<file path="config.mk">
export PLATFORM = sky130hd
export DESIGN_NAME = etp_ctrl
export DESIGN_NICKNAME = d
export VERILOG_FILES = /design/src/hdl/etp_pkg.sv /design/src/hdl/etp_ctrl.sv
export SDC_FILE = /design/constraint.sdc
export NUM_CORES = 1
export LEC_CHECK = 0
export BUFFER_PORTS_ARGS = -buffer_cell sky130_fd_sc_hd__buf_2
export CAP_MARGIN = 25
export CORE_UTILIZATION = 39
export DETAILED_ROUTE_END_ITERATION = 10
export PLACE_DENSITY = 0.61
export SYNTH_ARGS = -nofsm -noshare
export SYNTH_HDL_FRONTEND = slang
export SYNTH_SLANG_ARGS = --single-unit
</file>
<file path="constraint.sdc">
create_clock -name clk_i -period 1.8 [get_ports clk_i]
set_input_delay 0.27 -clock clk_i [delete_from_list [all_inputs] [get_ports clk_i]]
set_output_delay 0.27 -clock clk_i [all_outputs]
set_load 0.1 [all_outputs]
</file>
<file path="src/hdl/etp_pkg.sv">
// etp_pkg: shared constants, types and tables for the transition probability block
// no dependencies
package etp_pkg;

  localparam int NumStates  = 20;
  localparam int ValueWidth = 32;
  localparam int FracBits   = 24;
  localparam int IdxWidth   = 5;
  localparam int MemDepth   = NumStates * NumStates;
  localparam int AddrWidth  = $clog2(MemDepth);
  localparam int KWidth     = $clog2(NumStates + 1);
  localparam int TolWidth   = 25;
  localparam logic [TolWidth-1:0] TolReset = 25'd168;
  localparam logic signed [31:0] Log2eQ30 = 32'sd1549082005;

  localparam logic [1:0] ActLeft  = 2'd0;
  localparam logic [1:0] ActRight = 2'd1;
  localparam logic [1:0] ActRate  = 2'd2;
  localparam logic [1:0] ActQuery = 2'd3;

  localparam logic [1:0] StatOk    = 2'd0;
  localparam logic [1:0] StatRange = 2'd1;
  localparam logic [1:0] StatNegT  = 2'd2;

  localparam logic signed [63:0] VMax = 64'sd2147483647;
  localparam logic signed [63:0] VMin = -64'sd2147483648;

  // phases of one eigen term through the shared unit
  localparam logic [3:0] PhRead  = 4'd0;
  localparam logic [3:0] PhLr    = 4'd1;
  localparam logic [3:0] PhLt    = 4'd2;
  localparam logic [3:0] PhExpY  = 4'd3;
  localparam logic [3:0] PhExpF  = 4'd4;
  localparam logic [3:0] PhExpSh = 4'd5;
  localparam logic [3:0] PhTe    = 4'd6;
  localparam logic [3:0] PhLam1  = 4'd7;
  localparam logic [3:0] PhLam2  = 4'd8;
  localparam logic [3:0] PhAcc   = 4'd9;

  typedef struct packed {
    logic       clear;
    logic [3:0] phase;
    logic       step;
    logic       finish;
  } etp_cmd_t;

  typedef struct packed {
    logic phase_done;
  } etp_stat_t;

  typedef logic [FracBits:0][31:0] pow_tab_t;

  function automatic logic [63:0] isqrt64(input logic [63:0] v);
    logic [63:0] x, res, b;
    x   = v;
    res = '0;
    b   = 64'd1 << 62;
    while (b > x) b = b >> 2;
    while (b != 64'd0) begin
      if (x >= res + b) begin
        x   = x - (res + b);
        res = (res >> 1) + b;
      end else begin
        res = res >> 1;
      end
      b = b >> 2;
    end
    return res;
  endfunction

  // Q2.30 factors 2^(2^-m), m = 1..24, index 0 = 2.0
  function automatic pow_tab_t calc_pow_tab();
    pow_tab_t tab;
    tab[0] = 32'h8000_0000;
    for (int m = 1; m <= FracBits; m++) tab[m] = 32'(isqrt64(64'(tab[m-1]) << 30));
    return tab;
  endfunction

  localparam pow_tab_t PowTab = calc_pow_tab();

  function automatic logic [31:0] pow_tab(input logic [4:0] m);
    logic [31:0] r;
    r = 32'd1073741824;
    if (m <= 5'd24) r = PowTab[m];
    return r;
  endfunction

  function automatic logic signed [63:0] sat64(input logic signed [63:0] v);
    logic signed [63:0] r;
    r = v;
    if (v > VMax) r = VMax;
    if (v < VMin) r = VMin;
    return r;
  endfunction

endpackage

</file>
<file path="src/hdl/etp_ctrl.sv">
// etp_ctrl: sequencer for queries, walks the eigen terms
// depends on etp_pkg
module etp_ctrl (
  input  logic                 clk_i,
  input  logic                 rst_ni,
  input  logic                 in_fire_i,
  input  logic                 is_query_i,
  input  logic                 out_busy_i,
  input  logic [1:0]           order_i,
  input  etp_pkg::etp_stat_t   stat_i,
  output etp_pkg::etp_cmd_t    cmd_o,
  output logic                 idle_o,
  output logic [etp_pkg::KWidth-1:0] k_o
);
  import etp_pkg::*;

  localparam logic [1:0] StIdle = 2'd0;
  localparam logic [1:0] StRun  = 2'd1;
  localparam logic [1:0] StOut  = 2'd2;

  logic [1:0]        state_q, state_d;
  logic [3:0]        phase_q, phase_d;
  logic [KWidth-1:0] k_q, k_d;
  logic [1:0]        ord_q, ord_d;

  always_comb begin
    state_d = state_q;
    phase_d = phase_q;
    k_d     = k_q;
    ord_d   = ord_q;
    cmd_o   = '0;
    cmd_o.phase = phase_q;
    case (state_q)
      StIdle: begin
        if (in_fire_i && is_query_i) begin
          state_d = StRun;
          phase_d = PhRead;
          k_d     = '0;
          ord_d   = (order_i > 2'd2) ? 2'd2 : order_i;
          cmd_o.clear = 1'b1;
        end
      end
      StRun: begin
        cmd_o.step = 1'b1;
        if (stat_i.phase_done) begin
          case (phase_q)
            PhTe:   phase_d = (ord_q == 2'd0) ? PhAcc : PhLam1;
            PhLam1: phase_d = (ord_q == 2'd1) ? PhAcc : PhLam2;
            PhAcc: begin
              phase_d = PhRead;
              if (k_q == KWidth'(NumStates - 1)) state_d = StOut;
              k_d = k_q + 1'b1;
            end
            default: phase_d = phase_q + 1'b1;
          endcase
        end
      end
      StOut: begin
        if (!out_busy_i) begin
          cmd_o.finish = 1'b1;
          state_d = StIdle;
        end
      end
      default: state_d = StIdle;
    endcase
  end

  always_ff @(posedge clk_i or negedge rst_ni) begin
    if (!rst_ni) begin
      state_q <= StIdle;
      phase_q <= PhRead;
      k_q     <= '0;
      ord_q   <= '0;
    end else begin
      state_q <= state_d;
      phase_q <= phase_d;
      k_q     <= k_d;
      ord_q   <= ord_d;
    end
  end

  assign idle_o = (state_q == StIdle);
  assign k_o    = k_q;
endmodule

</file>
==> After elaboration in Yosys (flattened, before gate mapping) <==
Index checks and enable logic that the tools add are counted.
{ "totals": {"output_inout_bits": 13, "reg_bits": 13} }
{ "op_classes": {"n_lt_le_gt_ge": 1, "n_reduce_logical": 8, "eq_ne": 12, "n_mux": 22, "add_sub_neg": 2} }
{ "ops": {"columns": ["op", "n"], "rows": [
  ["$mux 5", 3],
  ["$mux 2", 6],
  ["$mux 4", 3],
  ["$pmux 4 s3", 1],
  ["$pmux 5 s2", 1],
  ["$eq 4x3->1 const B", 2],
  ["$pmux 4 s2", 1],
  ["$mux 1", 6],
  ["$ne 2x2->1 const B", 3],
  ["$pmux 2 s3", 1],
  ["$add 5x1->5 const B", 1],
  ["$eq 5x5->1 const B", 1],
  ["$reduce_and 5->1", 1],
  ["$add 4x1->4 const B", 1],
  ["$eq 2x1->1 const B", 2],
  ["$eq 4x4->1 const B", 1],
  ["$logic_not 2->1", 2],
  ["$ne 2x1->1 const B", 2],
  ["$reduce_and 4->1", 1],
  ["$reduce_and 3->1", 1],
  ["$eq 2x2->1 const B", 1],
  ["$gt 2x2->1 const B", 1],
  ["$reduce_and 2->1", 1],
  ["$reduce_bool 2->1", 1],
  ["$logic_and 1x1->1", 1]
]} }

==> Logic depth before layout (Yosys ltp) <==
{ "depth": {"ltp_word": 5, "ltp_mapped": 7, "mapped_depth_nobuf": 6} }

==> Least setup slack after synthesis <==
Ideal clock, no wire load.
{ "synth_path": {"path_kind": "flip-flop to output port", "from": "register state_q[0]", "to": "output port cmd_o[0] (netlist name)", "slack_ps": -1171, "path_buffers": 1, "path_stages_with_launch": 3, "t_arrival_ps": 2701, "path_cell_list": "dfrtp_1 buf_6 nor3b_1"} }
{ "synth_lines": {"columns": ["item", "line_no", "source"], "rows": [
  ["start: declaration", "etp_ctrl.sv:21", "logic [1:0] state_q, state_d;"],
  ["start signal: assignment", "etp_ctrl.sv:70", "state_q <= StIdle;"],
  ["start signal: assignment", "etp_ctrl.sv:75", "state_q <= state_d;"],
  ["end: declaration", "etp_ctrl.sv:11", "output etp_pkg::etp_cmd_t cmd_o,"]
]} }

==> impl_results.md <==
* I/O Pins at 21
* Placeable Area at 1982 um2
* Post-route ant nets at 0
* First-pass DRT Iterations at 4
* Syn Nets at 96
* Share of cells above drive strength 1 at 0.3889
* Post-DP HPWL at 1315 um
* Num Clock Sinks at 13
* Final RePlAce weighted congestion at 0.8548
* Final wirelength at 1696 um
* Worst slew pin tran at 0.4837 ns
* Initial core utilization at 0.4186
* Final setup viols at 0
* CP Capture Type: primary output
* # DRC at 0
* Die Y at 48.12 um
* Post-CTS Setup Repair Bufs at 0
* P&R area growth vs syn at 24.13%
* Synth cell count leaders: dfrtp_1 (13), nand2_1 (12), nor2_1 (7), nand3_1 (5)
* # resized after CTS at 0
* Post-DR vias/cell at 5.074
* Reg clk slew, reported paths at 0.08 ns
* Yosys cell types at 31
* CTS tree: built
* Synth top area cells: dfrtp_1 (39%), ha_1 (6.0%), a221oi_2 (5.4%)
* Synth Register Bits at 13
* Die W at 48.12 um
* Nets at 121
* CP Max Fanout at 8
* Ys Warns at 0
* TritonCTS Buffers at 3
* Routed metal-1 wirelength at 814 um
* Post-synth top area share at 0.3922
* Top Metal Used: met4
* Hold_ws at 0.2048 ns
* Status: complete, no violations
* Routed length per instance at 12.56 um
* Vias at 685
* CP Class: register to primary output
* Hold Buf Count CTS at 1
* Final cell count without fillers at 135
* Clock Path Buffers at 2
* Vias in the first global route at 633
* GRT Resource Usage Total at 0.1793
* Row count at 16
* Routed wl met2 at 815 um
* Netlist area before placement at 829.5 um2
* Startpoint Class: register
* Sequential share of the synthesized area at 0.3922
* Post-layout minimum cycle time at 1.665 ns
* H-tree Lvls at 1
* Ant diodes at 0
* Post-Syn Area per Cell at 9.876 um2
* Period Utilization, post-route at 0.9250
* First-pass GRT wire length at 2739 um
* Setup TNS at 0 ns
* Clock Tree Root: clkbuf_4
* HP Class: primary input to register
* Worst endpoint required time at 1.53 ns
* Slew margin rel. at 0.6797
* Port Buf Inserts at 20
* Main flop type after synthesis: dfrtp_1
* Critical Path AT at 1.39 ns
* RSZ-0062 raised after global routing: false
* Final hold viol count at 0
* Max-slew violations at 0
* Post-synth EDFFs at 0
* Met3 routed WL at 53 um
* Die area at 2316 um2
* Max-Cap Viols at 0
* Area leader, netlist: dfrtp_1
* Fmax at 600.6 MHz
* Layout Skew at 0.005497 ns
* Number of cells after detailed placement at 130
* Initial antenna violation count at 0
* Initial DRC Count at 7
* Largest net degree at the start of global routing at 14
* Async SR Flop Fraction at 1.000
* Overflow left after global routing at 0
* Syn Inst Count at 84
* Worst-skew pair later-pin latency at 0.27 ns
* Top-count cell post-synth: dfrtp_1
-- cells in the final DEF, fill, tap and decap left out, drive strengths merged --
cell / synthesis / layout
dlygate4sd3: 0 / 1
o22ai: 2 / 2
nand3: 5 / 5
a21oi: 3 / 3
clkbuf: 0 / 4
o221ai: 1 / 1
mux2: 1 / 1
nand2: 12 / 12
nor2b: 2 / 2
a21o: 2 / 2
nor3b: 1 / 1
a221oi: 3 / 3
o31ai: 1 / 1
xnor2: 3 / 3
nand4b: 1 / 1
o21ai: 2 / 2
nor2: 7 / 7
nand4bb: 1 / 1
nand3b: 4 / 4
mux2i: 1 / 1
nand2b: 3 / 3
dfrtp: 13 / 13
o211ai: 2 / 2
nor4: 1 / 1
ha: 4 / 4
inv: 6 / 6
o21a: 1 / 1
buf: 2 / 21
-- kinds of logic (layout without fill, tap and decap cells) --
kind of cell	count (synthesis)	after routing	share of synthesized area
AO/OA/AOI/OAI	17	17	0.1734
XOR/XNOR	3	3	0.03168
adder cells (fa/ha/maj)	4	4	0.06033
buffers and inverters	8	32	0.05731
flip-flops	13	13	0.3922
multiplexers	2	2	0.03016
AND/OR/NAND/NOR	37	37	0.2549
-- sequential cells by signal, summed over array words and instances, names as in the netlist --
signal / count
k_o: 5
phase_q: 4
ord_q: 2
state_q: 2
-- worst max-delay path, cell delays in order, from the launching register on --
cell       delay (ns)
dfrtp_1          0.43
nand4bb_4        0.34
inv_4            0.17
buf_12           0.18
-- metrics by stage --
| step | setup WS [ns] | util | area (um2) |
|---|---|---|---|
| after floorplan | -0.1893 | - | 844.6 |
| after global placement | 0.1750 | 0.5013 | 993.5 |
| after detailed placement | 0.1920 | 0.5013 | 993.5 |
| after CTS | 0.1181 | 0.5196 | 1030 |
| after global routing | 0.04693 | 0.5196 | 1030 |
| final | 0.1350 | 0.5196 | 1030 |
-- routing by layer --
metal  track usage  vias to the layer above
met4        0.1222                        0
met3       0.04444                        2
met5             0                        -
met2        0.2757                       13
li1              -                      345
met1        0.2212                      325
-- layout make-up --
| class | instances | area, um2 |
|---|---|---|
| multi-input combinational | 63 | 464.2 |
| sequential | 13 | 332.8 |
| tap | 27 | 33.78 |
| clock buffer | 4 | 26.28 |
| fill | 186 | 952.2 |
| inverter | 6 | 25.02 |
| timing repair buffer | 22 | 147.6 |
-- worst paths after layout --
path	start	end	slack, ns	cells past startpoint
setup / recovery	state_q[1]	cmd_o[6]	0.14	3
hold / removal	order_i[1]	ord_q[1]	0.20	3
setup reg to reg	phase_q[1]	state_q[0]	0.18	6
hold reg to reg	ord_q[0]	ord_q[0]	0.51	2
max in group asynchronous	rst_ni	phase_q[1]	1.13	2
min in group asynchronous	rst_ni	state_q[0]	0.42	2
Power is not shown: default switching activity piles up to over one toggle a cycle in this logic, so the estimate is an artifact.
